[config.mk]
export PLATFORM = sky130hd
export DESIGN_NAME = page_frame_pool_manager_top_flat
export DESIGN_NICKNAME = d
export VERILOG_FILES = /design/src/design/pfpm_pkg.sv /design/src/design/pfpm_if.sv /design/src/design/pfpm_qcell.sv /design/src/design/pfpm_queue.sv /design/src/design/pfpm_fcell.sv /design/src/design/page_frame_pool_manager_top.sv /design/src/flat_wrapper.sv
export SDC_FILE = /design/constraint.sdc
export NUM_CORES = 2
export LEC_CHECK = 0
export ABC_AREA = 1
export BUFFER_PORTS_ARGS = -buffer_cell sky130_fd_sc_hd__buf_4
export CAP_MARGIN = 10
export CORE_ASPECT_RATIO = 1.25
export CORE_MARGIN = 2
export CORE_UTILIZATION = 30
export CTS_BUF_LIST = sky130_fd_sc_hd__clkbuf_4 sky130_fd_sc_hd__clkbuf_8 sky130_fd_sc_hd__clkbuf_16
export CTS_CLUSTER_SIZE = 8
export DETAILED_ROUTE_END_ITERATION = 6
export PLACE_DENSITY_LB_ADDON = 0.2
export SKIP_CTS_REPAIR_TIMING = 1
export SYNTH_ARGS = -nofsm -noshare
export SYNTH_HDL_FRONTEND = slang
export SYNTH_SLANG_ARGS = --single-unit
export TNS_END_PERCENT = 5
[constraint.sdc]
create_clock -name clk -period 4.1 [get_ports clk]
set_input_delay 0.615 -clock clk [delete_from_list [all_inputs] [get_ports clk]]
set_output_delay 0.615 -clock clk [all_outputs]
set_load 0.01 [all_outputs]
[src/design/pfpm_pkg.sv]
// Package for the page frame pool manager: sizes, request and status codes,
// cell control types. Used by every design file but pfpm_if.
package pfpm_pkg;

    localparam int POOL_FRAMES = 16;
    localparam int FW = $clog2(POOL_FRAMES);
    localparam int CW = $clog2(POOL_FRAMES + 1);
    localparam logic [31:0] NO_PAGE = 32'hFFFF_FFFF;

    typedef enum logic [2:0] {
        FN_FETCH = 3'd0, FN_NEW = 3'd1, FN_UNPIN = 3'd2,
        FN_DELETE = 3'd3, FN_FLUSH = 3'd4, FN_FLUSH_ALL = 3'd5
    } func_t;

    typedef enum logic [2:0] {
        ST_OK = 3'd0, ST_NOT_RES = 3'd1, ST_NO_FRAME = 3'd2,
        ST_NOT_PINNED = 3'd3, ST_INVALID = 3'd4
    } status_t;

    typedef enum logic [2:0] {
        S_IDLE, S_DECIDE, S_APPLY, S_SCAN, S_OUT
    } state_t;

    // Command broadcast to the queue chain: pop head, remove an entry, append.
    typedef struct packed {
        logic          pop;
        logic          remove;
        logic [FW-1:0] rm_frame;
        logic          push;
        logic [FW-1:0] push_frame;
    } qcmd_t;

    typedef struct packed {
        logic [CW-1:0] count;
        logic [FW-1:0] head;
    } qstat_t;

    typedef struct packed {
        logic [2:0]  status;
        logic [FW-1:0] frame;
        logic [31:0] result_page;
        logic        write_back;
        logic [31:0] write_page;
        logic        read_in;
        logic        clear_frame;
        logic        last;
    } res_t;

endpackage

[src/design/pfpm_if.sv]
// Valid/ready channel interfaces for requests, results and config writes.
interface pfpm_req_if;
    logic        valid;
    logic        ready;
    logic [2:0]  func;
    logic [31:0] page_id;
    logic        dirty;
    modport source (output valid, func, page_id, dirty, input ready);
    modport sink (input valid, func, page_id, dirty, output ready);
endinterface

interface pfpm_res_if;
    logic        valid;
    logic        ready;
    logic [2:0]  status;
    logic [3:0]  frame;
    logic [31:0] result_page;
    logic        write_back;
    logic [31:0] write_page;
    logic        read_in;
    logic        clear_frame;
    logic        last;
    modport source (output valid, status, frame, result_page, write_back,
                    write_page, read_in, clear_frame, last, input ready);
    modport sink (input valid, status, frame, result_page, write_back,
                  write_page, read_in, clear_frame, last, output ready);
endinterface

interface pfpm_cfg_if;
    logic       valid;
    logic       ready;
    logic       index;
    logic [8:0] data;
    modport source (output valid, index, data, input ready);
    modport sink (input valid, index, data, output ready);
endinterface

[src/design/pfpm_qcell.sv]
// One slot of a shift queue of frame numbers; slots form a chain.
// Depends on pfpm_pkg.
module pfpm_qcell
    import pfpm_pkg::*;
(
    input  logic          clk,
    input  logic          rst_n,
    input  logic [FW-1:0] init_val,
    input  logic          shift_in,   // this slot takes its right neighbor
    input  logic          load,       // this slot takes the pushed frame
    input  logic [FW-1:0] nbr_val,
    input  logic [FW-1:0] push_val,
    output logic [FW-1:0] val
);
    logic [FW-1:0] val_reg, val_next;
    always_comb
    begin
        val_next = val_reg;
        if (load)
            val_next = push_val;
        else if (shift_in)
            val_next = nbr_val;
    end
    always_ff @(posedge clk or negedge rst_n)
    begin
        if (!rst_n)
            val_reg <= init_val;
        else
            val_reg <= val_next;
    end
    assign val = val_reg;
endmodule

[src/design/pfpm_queue.sv]
// Ordered queue of frame numbers built as a chain of slot cells; serves as
// both the free queue and the LRU order. Depends on pfpm_pkg, pfpm_qcell.
module pfpm_queue
    import pfpm_pkg::*;
(
    input  logic          clk,
    input  logic          rst_n,
    input  logic          init_full,
    input  qcmd_t         cmd,
    output qstat_t        stat
);
    logic [FW-1:0] vals [POOL_FRAMES];
    logic [CW-1:0] count_reg, count_next;
    logic [POOL_FRAMES-1:0] hit, past;
    logic [CW-1:0] after_cnt;

    // Slot i shifts when a removed entry sits at or before it.
    always_comb
    begin
        for (int i = 0; i < POOL_FRAMES; i++)
            hit[i] = (CW'(i) < count_reg) &&
                     ((cmd.pop && i == 0) || (cmd.remove && vals[i] == cmd.rm_frame));
        past[0] = hit[0];
        for (int i = 1; i < POOL_FRAMES; i++)
            past[i] = past[i-1] | hit[i];
        after_cnt = (past[POOL_FRAMES-1]) ? count_reg - 1'b1 : count_reg;
        count_next = after_cnt;
        if (cmd.push && after_cnt < CW'(POOL_FRAMES))
            count_next = after_cnt + 1'b1;
    end

    for (genvar g = 0; g < POOL_FRAMES; g++) begin : g_slot
        logic [FW-1:0] nbr;
        if (g == POOL_FRAMES - 1) begin : g_end
            assign nbr = vals[g];
        end else begin : g_mid
            assign nbr = vals[g+1];
        end
        pfpm_qcell u_cell (
            .clk      (clk),
            .rst_n    (rst_n),
            .init_val (init_full ? FW'(g) : '0),
            .shift_in (past[g]),
            .load     (cmd.push && after_cnt == CW'(g)),
            .nbr_val  (nbr),
            .push_val (cmd.push_frame),
            .val      (vals[g])
        );
    end

    always_ff @(posedge clk or negedge rst_n)
    begin
        if (!rst_n)
            count_reg <= init_full ? CW'(POOL_FRAMES) : '0;
        else
            count_reg <= count_next;
    end

    assign stat.count = count_reg;
    assign stat.head  = vals[0];

`ifndef SYNTH
    a_count_range: assert property (@(posedge clk) disable iff (!rst_n)
        count_reg <= CW'(POOL_FRAMES)) else $error("queue count overflow");
    a_count_step: assert property (@(posedge clk) disable iff (!rst_n)
        (count_next > count_reg) |-> (count_next == count_reg + 1'b1))
        else $error("queue count jumped");
    a_pop_nonempty: assert property (@(posedge clk) disable iff (!rst_n)
        (cmd.pop && count_reg != '0) |=> (count_reg <= $past(count_reg)))
        else $error("pop did not shrink queue");
`endif
endmodule

[src/design/pfpm_fcell.sv]
// One frame cell: page held, resident flag, pin count and dirty mark, plus
// its own page-id comparator. Depends on pfpm_pkg.
module pfpm_fcell
    import pfpm_pkg::*;
(
    input  logic        clk,
    input  logic        rst_n,
    input  logic [31:0] cmp_page,
    input  logic        sel,        // this frame is the target of the update
    input  logic        do_load,    // bring a page in, pin 1, clean
    input  logic [31:0] load_page,
    input  logic        do_evict,   // drop residency
    input  logic        do_clear,   // delete: back to empty
    input  logic        pin_inc,
    input  logic        pin_dec,
    input  logic        set_dirty,
    input  logic        clr_dirty,
    output logic        match,
    output logic [31:0] page,
    output logic        res,
    output logic [15:0] pin,
    output logic        drt
);
    logic [31:0] page_reg, page_next;
    logic        res_reg, res_next, drt_reg, drt_next;
    logic [15:0] pin_reg, pin_next;

    always_comb
    begin
        page_next = page_reg;
        res_next  = res_reg;
        pin_next  = pin_reg;
        drt_next  = drt_reg;
        if (clr_dirty)
            drt_next = 1'b0;
        if (sel)
        begin
            if (do_evict)
                res_next = 1'b0;
            if (do_load)
            begin
                page_next = load_page;
                res_next  = 1'b1;
                pin_next  = 16'd1;
                drt_next  = 1'b0;
            end
            if (do_clear)
            begin
                page_next = NO_PAGE;
                res_next  = 1'b0;
                pin_next  = '0;
                drt_next  = 1'b0;
            end
            if (pin_inc && pin_reg != 16'hFFFF)
                pin_next = pin_reg + 16'd1;
            if (pin_dec)
                pin_next = pin_reg - 16'd1;
            if (set_dirty)
                drt_next = 1'b1;
        end
    end

    always_ff @(posedge clk or negedge rst_n)
    begin
        if (!rst_n)
        begin
            page_reg <= NO_PAGE;
            res_reg  <= 1'b0;
            pin_reg  <= '0;
            drt_reg  <= 1'b0;
        end
        else
        begin
            page_reg <= page_next;
            res_reg  <= res_next;
            pin_reg  <= pin_next;
            drt_reg  <= drt_next;
        end
    end

    assign match = res_reg && page_reg == cmp_page;
    assign page  = page_reg;
    assign res   = res_reg;
    assign pin   = pin_reg;
    assign drt   = drt_reg;
endmodule

[src/design/page_frame_pool_manager_top.sv]
// Top level of the page frame pool manager: request sequencer over a row of
// frame cells and two queue chains. Depends on pfpm_pkg, pfpm_if, pfpm_fcell,
// pfpm_queue.
//
// Channels: req (func, page_id, dirty), res (one result per request, or one
// per dirty resident frame plus a closing beat for flush-all), cfg (index 0
// instance_count, index 1 instance_number; writing 1 reloads next_page).
// After a request beat is accepted, the sequencer steps through match and
// decide, apply (skipped for an invalid request) and present; the result beat
// is valid while presenting. The next request can be accepted in the cycle
// after the last result beat is taken, so no new request is taken before
// the last one is done. Flush-all walks one frame per cycle, pausing at dirty
// frames. The result register holds while res.ready is low; nothing advances.
// Reset empties every frame, fills the free queue with frames in order,
// empties the LRU order, and sets instance_count 1, instance_number 0.
module page_frame_pool_manager_top
    import pfpm_pkg::*;
(
    input logic       clk,
    input logic       rst_n,
    pfpm_req_if.sink  req,
    pfpm_res_if.source res,
    pfpm_cfg_if.sink  cfg
);
    state_t state_reg, state_next;
    logic [2:0]  func_reg;
    logic [31:0] pid_reg;
    logic        dirty_reg;
    logic [8:0]  icount_reg;
    logic [31:0] next_page_reg;
    res_t        out_reg, out_next;
    logic [FW-1:0] scan_reg, scan_next;
    logic [FW-1:0] tgt_reg, tgt_next;
    logic          found_reg, found_next;

    logic [POOL_FRAMES-1:0] match, resv, drtv, sel;
    logic [31:0] pages [POOL_FRAMES];
    logic [15:0] pins  [POOL_FRAMES];
    logic        m_found;
    logic [FW-1:0] m_frame;

    qcmd_t fq_cmd, lq_cmd;
    qstat_t fq_stat, lq_stat;

    // cell controls
    logic c_load, c_evict, c_clear, c_inc, c_dec, c_setd;
    logic [POOL_FRAMES-1:0] c_clrd;
    logic [31:0] c_load_page;
    logic [FW-1:0] c_frame;

    assign cfg.ready = 1'b1;
    assign req.ready = (state_reg == S_IDLE);

    for (genvar g = 0; g < POOL_FRAMES; g++) begin : g_frame
        pfpm_fcell u_fc (
            .clk (clk), .rst_n (rst_n), .cmp_page (pid_reg),
            .sel (sel[g]), .do_load (c_load), .load_page (c_load_page),
            .do_evict (c_evict), .do_clear (c_clear), .pin_inc (c_inc),
            .pin_dec (c_dec), .set_dirty (c_setd), .clr_dirty (c_clrd[g]),
            .match (match[g]), .page (pages[g]), .res (resv[g]),
            .pin (pins[g]), .drt (drtv[g])
        );
        assign sel[g] = (c_frame == FW'(g));
    end

    pfpm_queue u_freeq (.clk (clk), .rst_n (rst_n), .init_full (1'b1),
                        .cmd (fq_cmd), .stat (fq_stat));
    pfpm_queue u_lruq (.clk (clk), .rst_n (rst_n), .init_full (1'b0),
                       .cmd (lq_cmd), .stat (lq_stat));

    // Lowest matching frame.
    always_comb
    begin
        m_found = 1'b0;
        m_frame = '0;
        for (int i = POOL_FRAMES - 1; i >= 0; i--)
            if (match[i])
            begin
                m_found = 1'b1;
                m_frame = FW'(i);
            end
    end

    always_comb
    begin
        state_next = state_reg;
        out_next   = out_reg;
        scan_next  = scan_reg;
        tgt_next   = tgt_reg;
        found_next = found_reg;
        fq_cmd = '0;
        lq_cmd = '0;
        c_load = 1'b0; c_evict = 1'b0; c_clear = 1'b0;
        c_inc = 1'b0; c_dec = 1'b0; c_setd = 1'b0;
        c_clrd = '0;
        c_load_page = pid_reg;
        c_frame = tgt_reg;
        case (state_reg)
            S_IDLE:
            begin
                if (req.valid)
                    state_next = S_DECIDE;
            end
            S_DECIDE:
            begin
                found_next = m_found;
                tgt_next   = m_frame;
                scan_next  = '0;
                if (func_reg > FN_FLUSH_ALL || (pid_reg[31] && func_reg != FN_NEW &&
                    func_reg != FN_FLUSH_ALL))
                begin
                    out_next = '{ST_INVALID, '0, NO_PAGE, 1'b0, NO_PAGE, 1'b0, 1'b0, 1'b1};
                    state_next = S_OUT;
                end
                else if (func_reg == FN_FLUSH_ALL)
                    state_next = S_SCAN;
                else
                    state_next = S_APPLY;
            end
            S_APPLY:
            begin
                state_next = S_OUT;
                out_next = '{ST_OK, '0, NO_PAGE, 1'b0, NO_PAGE, 1'b0, 1'b0, 1'b1};
                if (func_reg == FN_FETCH && found_reg)
                begin
                    c_inc = 1'b1;
                    lq_cmd.remove = 1'b1;
                    lq_cmd.rm_frame = tgt_reg;
                    out_next.frame = tgt_reg;
                    out_next.result_page = pid_reg;
                end
                else if (func_reg == FN_FETCH || func_reg == FN_NEW)
                begin
                    if (fq_stat.count != '0)
                    begin
                        fq_cmd.pop = 1'b1;
                        c_frame = fq_stat.head;
                    end
                    else if (lq_stat.count != '0)
                    begin
                        lq_cmd.pop = 1'b1;
                        c_frame = lq_stat.head;
                        c_evict = 1'b1;
                        if (resv[lq_stat.head] && drtv[lq_stat.head])
                        begin
                            out_next.write_back = 1'b1;
                            out_next.write_page = pages[lq_stat.head];
                        end
                    end
                    else
                    begin
                        out_next.status = ST_NO_FRAME;
                        c_frame = tgt_reg;
                    end
                    if (fq_stat.count != '0 || lq_stat.count != '0)
                    begin
                        c_load = 1'b1;
                        out_next.frame = c_frame;
                        if (func_reg == FN_NEW)
                        begin
                            c_load_page = next_page_reg;
                            out_next.result_page = next_page_reg;
                            out_next.clear_frame = 1'b1;
                        end
                        else
                        begin
                            out_next.result_page = pid_reg;
                            out_next.read_in = 1'b1;
                        end
                    end
                end
                else if (func_reg == FN_UNPIN)
                begin
                    if (!found_reg)
                        out_next.status = ST_NOT_RES;
                    else
                    begin
                        out_next.frame = tgt_reg;
                        out_next.result_page = pid_reg;
                        if (pins[tgt_reg] == '0)
                            out_next.status = ST_NOT_PINNED;
                        else
                        begin
                            c_dec = 1'b1;
                            c_setd = dirty_reg;
                            if (pins[tgt_reg] == 16'd1)
                            begin
                                lq_cmd.push = 1'b1;
                                lq_cmd.push_frame = tgt_reg;
                            end
                        end
                    end
                end
                else if (func_reg == FN_DELETE)
                begin
                    if (found_reg)
                    begin
                        out_next.frame = tgt_reg;
                        if (pins[tgt_reg] != '0)
                        begin
                            out_next.status = ST_NO_FRAME;
                            out_next.result_page = pid_reg;
                        end
                        else
                        begin
                            c_clear = 1'b1;
                            lq_cmd.remove = 1'b1;
                            lq_cmd.rm_frame = tgt_reg;
                            fq_cmd.push = 1'b1;
                            fq_cmd.push_frame = tgt_reg;
                            out_next.clear_frame = 1'b1;
                            if (drtv[tgt_reg])
                            begin
                                out_next.write_back = 1'b1;
                                out_next.write_page = pages[tgt_reg];
                            end
                        end
                    end
                end
                else
                begin
                    if (!found_reg)
                        out_next.status = ST_NOT_RES;
                    else
                    begin
                        c_clrd[tgt_reg] = 1'b1;
                        out_next = '{ST_OK, tgt_reg, pid_reg, 1'b1, pid_reg,
                                     1'b0, 1'b0, 1'b1};
                    end
                end
            end
            S_SCAN:
            begin
                // Walk one frame per cycle; stop on a dirty resident frame.
                if (resv[scan_reg] && drtv[scan_reg])
                begin
                    c_clrd[scan_reg] = 1'b1;
                    out_next = '{ST_OK, scan_reg, pages[scan_reg], 1'b1,
                                 pages[scan_reg], 1'b0, 1'b0, 1'b0};
                    state_next = S_OUT;
                end
                else if (scan_reg == FW'(POOL_FRAMES - 1))
                begin
                    out_next = '{ST_OK, '0, NO_PAGE, 1'b0, NO_PAGE, 1'b0, 1'b0, 1'b1};
                    found_next = 1'b0;
                    state_next = S_OUT;
                end
                else
                    scan_next = scan_reg + 1'b1;
                if (resv[scan_reg] && drtv[scan_reg])
                    found_next = 1'b1;
            end
            S_OUT:
            begin
                if (res.ready)
                begin
                    if (out_reg.last)
                        state_next = S_IDLE;
                    else if (scan_reg == FW'(POOL_FRAMES - 1))
                        out_next = '{ST_OK, '0, NO_PAGE, 1'b0, NO_PAGE, 1'b0, 1'b0, 1'b1};
                    else
                    begin
                        scan_next = scan_reg + 1'b1;
                        state_next = S_SCAN;
                    end
                end
            end
            default: state_next = S_IDLE;
        endcase
    end

    always_ff @(posedge clk or negedge rst_n)
    begin
        if (!rst_n)
        begin
            state_reg     <= S_IDLE;
            icount_reg    <= 9'd1;
            next_page_reg <= '0;
            scan_reg      <= '0;
            found_reg     <= 1'b0;
            tgt_reg       <= '0;
            func_reg      <= '0;
            pid_reg       <= '0;
            dirty_reg     <= 1'b0;
            out_reg       <= '0;
        end
        else
        begin
            state_reg <= state_next;
            scan_reg  <= scan_next;
            found_reg <= found_next;
            tgt_reg   <= tgt_next;
            out_reg   <= out_next;
            if (req.valid && req.ready)
            begin
                func_reg  <= req.func;
                pid_reg   <= req.page_id;
                dirty_reg <= req.dirty;
            end
            if (cfg.valid && !cfg.index)
                icount_reg <= cfg.data;
            if (cfg.valid && cfg.index)
                next_page_reg <= {24'd0, cfg.data[7:0]};
            else if (state_reg == S_APPLY && func_reg == FN_NEW && c_load)
                next_page_reg <= next_page_reg +
                                 ((icount_reg == '0) ? 32'd1 : {23'd0, icount_reg});
        end
    end

    assign res.valid       = (state_reg == S_OUT);
    assign res.status      = out_reg.status;
    assign res.frame       = out_reg.frame;
    assign res.result_page = out_reg.result_page;
    assign res.write_back  = out_reg.write_back;
    assign res.write_page  = out_reg.write_page;
    assign res.read_in     = out_reg.read_in;
    assign res.clear_frame = out_reg.clear_frame;
    assign res.last        = out_reg.last;

`ifndef SYNTH
    a_one_hit_flush: assert property (@(posedge clk) disable iff (!rst_n)
        $onehot0(c_clrd)) else $error("more than one dirty clear");
    a_no_accept_busy: assert property (@(posedge clk) disable iff (!rst_n)
        (state_reg == S_OUT) |-> !req.ready) else $error("accept while busy");
    a_last_to_idle: assert property (@(posedge clk) disable iff (!rst_n)
        (res.valid && res.ready && res.last) |=> (state_reg == S_IDLE))
        else $error("did not return to idle");
`endif
endmodule

[src/flat_wrapper.sv]
// flat-port wrapper written by rule: the top's interface ports become plain ports
module page_frame_pool_manager_top_flat import pfpm_pkg::*;
  (clk, rst_n, req_valid, req_func, req_page_id, req_dirty, req_ready, res_valid, res_status, res_frame, res_result_page, res_write_back, res_write_page, res_read_in, res_clear_frame, res_last, res_ready, cfg_valid, cfg_index, cfg_data, cfg_ready);
  pfpm_req_if req_i ();
  pfpm_res_if res_i ();
  pfpm_cfg_if cfg_i ();
  input logic clk;
  input logic rst_n;
  input wire logic [$bits(req_i.valid)-1:0] req_valid;
  input wire logic [$bits(req_i.func)-1:0] req_func;
  input wire logic [$bits(req_i.page_id)-1:0] req_page_id;
  input wire logic [$bits(req_i.dirty)-1:0] req_dirty;
  output wire logic [$bits(req_i.ready)-1:0] req_ready;
  output wire logic [$bits(res_i.valid)-1:0] res_valid;
  output wire logic [$bits(res_i.status)-1:0] res_status;
  output wire logic [$bits(res_i.frame)-1:0] res_frame;
  output wire logic [$bits(res_i.result_page)-1:0] res_result_page;
  output wire logic [$bits(res_i.write_back)-1:0] res_write_back;
  output wire logic [$bits(res_i.write_page)-1:0] res_write_page;
  output wire logic [$bits(res_i.read_in)-1:0] res_read_in;
  output wire logic [$bits(res_i.clear_frame)-1:0] res_clear_frame;
  output wire logic [$bits(res_i.last)-1:0] res_last;
  input wire logic [$bits(res_i.ready)-1:0] res_ready;
  input wire logic [$bits(cfg_i.valid)-1:0] cfg_valid;
  input wire logic [$bits(cfg_i.index)-1:0] cfg_index;
  input wire logic [$bits(cfg_i.data)-1:0] cfg_data;
  output wire logic [$bits(cfg_i.ready)-1:0] cfg_ready;
  assign req_i.valid = req_valid;
  assign req_i.func = req_func;
  assign req_i.page_id = req_page_id;
  assign req_i.dirty = req_dirty;
  assign req_ready = req_i.ready;
  assign res_valid = res_i.valid;
  assign res_status = res_i.status;
  assign res_frame = res_i.frame;
  assign res_result_page = res_i.result_page;
  assign res_write_back = res_i.write_back;
  assign res_write_page = res_i.write_page;
  assign res_read_in = res_i.read_in;
  assign res_clear_frame = res_i.clear_frame;
  assign res_last = res_i.last;
  assign res_i.ready = res_ready;
  assign cfg_i.valid = cfg_valid;
  assign cfg_i.index = cfg_index;
  assign cfg_i.data = cfg_data;
  assign cfg_ready = cfg_i.ready;
  page_frame_pool_manager_top u_core (.clk(clk), .rst_n(rst_n), .req(req_i), .res(res_i), .cfg(cfg_i));
endmodule
==> metrics.csv <==
stage,metric,value,unit
yosys,synth_commonest_cells,"nand2_1 (2414), o21ai_0 (1705), inv_1 (1223)",
yosys,syn_area_per_cell,6.909,um^2
floorplanning,die_y,582.9,um
pwr,p_seq_frac,0.282,
worst_setup_path,startpoint_type,flop,
clocking,cts_tree,built,
worst_setup_path,worstRegToRegCells,37,
yosys,synth_seq_cells,1102,
pwr,max-vdd-ir-drop,324.8,uV
yosys,async_flop_share,1.000,
clocking,cts_max_level,4,
worst_setup_path,cp.required,4850,ps
global_routing,grt_pass1_vias,90960,
worst_setup_path,worstPathArrival,5910,ps
detailed_routing,vias,96400,
finish,fillers,28200,
detailed_routing,ant_nets,0,
pwr,switching_share,0.4272,
hold_path,hold_depth,3,
yosys,synth_xor_area_frac,0.04693,
pwr,clkPwrFrac,0.334,
global_routing,grt_first_pass_wirelength,714.3,mm
worst_setup_path,worst-path-max-fanout,15,
finish,nets,12700,
yosys,synthMuxAreaShare,0.0005600,
yosys,ys_seq_area_frac,0.3513,
detailed_routing,finalWirelength,520.7,mm
run,cap_violations,0,
placed_design,hpwl,380.6,mm
placed_design,port-buffer-count,127,
finish,final_cell_area,102300,um^2
yosys,synth_adder_area_share,0.008649,
finish,largest_register_ffs,512,
floorplanning,floorplan.core_area,266800,um^2
pwr,power.leakage,40.79,nW
yosys,ys_top_cells_by_area,"dfstp_2 (18%), dfrtp_1 (17%), nand2_1 (11%)",
finish,drive_gt1_frac,0.2127,
timing,rsz0062_at_grt,yes,
timing,fmax,0.1939,GHz
yosys,synth_most_common_cell,nand2_1,
floorplanning,initial_core_util,0.3014,
timing,maxSlewHeadroom,0.06794,
global_routing,grt_usage,0.3682,
hold_path,hold_path.startpoint,req_page_id[2],
timing,whs,-48.06,ps
status,status,"complete, but fails checks",
worst_setup_path,criticalPathCategory,flop to flop,
timing,fin_skew,92.77,ps
timing,timing.final.ws_setup,-1058,ps
clocking,cts_buffers,169,
detailed_routing,via_per_inst,5.932,
placed_design,dpl_worst_slack,-1356,ps
status,violations,"DRC, hold timing, setup timing",
yosys,synth_compound_area_frac,0.2677,
detailed_routing,drtPass1Iterations,7,
hold_path,hp-class,primary input to flop,
yosys,ys.flop_type,dfrtp_1,
yosys,synth_nets,11750,
placed_design,dpl_cell_area,95610,um^2
global_routing,grt.overflow.total,0,
clocking,cts_root_buffer,clkbuf_16,
clocking,clk_latency,930,ps
yosys,yosysWarnings,0,
yosys,synth_cell_types,74,
pwr,intPower,24.69,mW
clocking,clock_sinks,1102,
floorplanning,ios,129,
worst_setup_path,critPathMaxStageDelay,500,ps
timing,drv_slew,0,
global_routing,grt_max_degree,126,
pwr,combPwrFrac,0.384,
clocking,clockBufferDepth,4,
clocking,clk_pin_slew_worst_paths,60,ps
yosys,synth_area_leader_cell,dfstp_2,
worst_setup_path,crit_path_end_kind,flop,
detailed_routing,dr.first_iter.drc_count,12980,
worst_setup_path,regToRegSetupSlack,-1060,ps
worst_setup_path,reg2reg_from,u_core.tgt_reg[0]$_DFFE_PN0N_,
global_routing,antenna_found_initial,32,
timing,post-route-period-util,1.258,
yosys,synthCells,11640,
worst_setup_path,slowest_stage,dfrtp_4,
yosys,syn_area,80440,um^2
placed_design,place.gp.congestion,1.109,
worst_setup_path,cpMostUsedCell,buf_12,
pwr,power.density,421.6,nW/um^2
yosys,synth-simple-area-share,0.2262,
worst_setup_path,reg2reg_to,u_core.u_lruq.g_slot[12].u_cell.val[3]$_DFFE_PN0P_,
floorplanning,rows,212,
timing,setup_viol,112,
pwr,power.switching,18.41,mW
yosys,synth_edf_count,0,
timing,period_needed,5158,ps
detailed_routing,route.detailed.drc,4,
floorplanning,die_area,272300,um^2
timing,timing_worst_slew_pin_value,1398,ps
yosys,synth_top_area_share,0.1784,
detailed_routing,drt-wirelength-per-cell,32.04,um
finish,area_delta_synth_final,27.12,%
hold_path,hold_end,u_core.pid_reg[2]$_DFFE_PN0P_,
yosys,synth_top_family_by_area,compound AO/OA/AOI/OAI gates,
timing,hold_violations,5,
floorplanning,die_w,467.1,um
[cells by family after synthesis]
logic type / after synthesis
buf+inv: 2067
fa+ha+maj: 55
flops: 1102
mux: 4
simple gates: 4267
compound gates: 3716
other cells: 1
xor+xnor: 431
[cell type report]
cell class,instances,area [um^2],share of cell area
sequential,1102,28290,0.2767
tap,3531,4418,0.04321
clock inverter,7,53.80,0.0005262
timing repair buffer,1578,14140,0.1383
inverter,1271,4810,0.04704
clock buffer,274,5140,0.05027
multi-input combinational,8474,45360,0.4436
antenna,14,35.03,0.0003426
[power groups by stage]
stage / Combinational [mW] / Clock [mW] / Sequential (mW)
2_1_floorplan: 5.63 / 0 / 12.1
3_3_place_gp: 15.5 / 0 / 12.3
3_5_place_dp: 15.4 / 0 / 12.3
4_1_cts: 15.5 / 14.6 / 12.1
5_1_grt: 16.2 / 15.0 / 12.2
6_report: 16.5 / 14.4 / 12.1
[cell usage in the layout (no fill, tap or decap), types with 28 or more instances in the layout]
cell / n
a21oi_1: 813
nor2_1: 634
nand4_1: 128
nand2_1: 2356
inv_1: 1212
nor4_1: 119
buf_12: 159
a21boi_0: 56
o32ai_1: 28
a31oi_1: 84
o21ai_1: 36
xor2_1: 328
clkbuf_4: 89
ha_1: 53
o31ai_1: 33
xnor2_1: 102
a32oi_1: 67
dfrtp_1: 546
nor3_1: 174
dfstp_2: 546
o211ai_1: 41
o21ai_0: 1664
o221ai_1: 144
clkbuf_16: 182
nor2_4: 41
clkinv_1: 35
o22ai_1: 312
a22oi_1: 240
a2bb2oi_1: 33
buf_4: 1380
nand2_2: 58
nand3_1: 583
[worst max-delay path by stage]
stage	startpoint	to	slack, ps	depth (start not counted)
after floorplan	u_core.icount_reg[3]$_DFFE_PN0P_	u_core.next_page_reg[30]$_DFFE_PN0P_	-270	35
after global placement	u_core.icount_reg[3]$_DFFE_PN0P_	u_core.next_page_reg[30]$_DFFE_PN0P_	-1460	35
after detailed placement	u_core.tgt_reg[0]$_DFFE_PN0N_	u_core.u_lruq.g_slot[4].u_cell.val[3]$_DFFE_PN0P_	-1360	33
after CTS	u_core.tgt_reg[0]$_DFFE_PN0N_	u_core.u_lruq.g_slot[4].u_cell.val[3]$_DFFE_PN0P_	-1430	33
after global routing	u_core.tgt_reg[0]$_DFFE_PN0N_	u_core.u_lruq.g_slot[12].u_cell.val[1]$_DFFE_PN0P_	-1390	40
final	u_core.tgt_reg[0]$_DFFE_PN0N_	u_core.u_lruq.g_slot[12].u_cell.val[3]$_DFFE_PN0P_	-1060	37
[per-stage QoR]
| step | total power, mW | hold slack (ps) | utilization | std cells | TNS, ps |
|---|---|---|---|---|---|
| 6_report | 43.11 | -48.06 | 0.3832 | 16250 | -67020 |
| 4_1_cts | 42.15 | -343.9 | 0.3778 | 16190 | -169140 |
| 5_1_grt | 43.40 | 0.2494 | 0.3831 | 16240 | -114070 |
| 3_3_place_gp | 27.76 | 460.1 | 0.3583 | 15910 | -126330 |
| 3_5_place_dp | 27.67 | 467.3 | 0.3583 | 15910 | -138450 |
| 2_1_floorplan | 17.68 | 319.4 | - | 11640 | -10730 |
[per-layer routing]
layer  routed length [um]  share of wire  track usage
met1               190600           0.37       0.4333
met2               223400           0.43       0.5541
met3                49310          0.095      0.08913
met4                57140           0.11       0.3306
met5                  135        0.00026            0
[critical path, delay by kind of cell (launching register included)]
family | cells | cell delay [ps]
xor gates and xnor gates | 1 | 170
and+or+nand+nor | 25 | 2660
AOI/OAI and AO/OA | 1 | 80
buffers and inverters | 10 | 1550
DFF | 1 | 500
No activity file was read; power rests on OpenSTA's default activity.
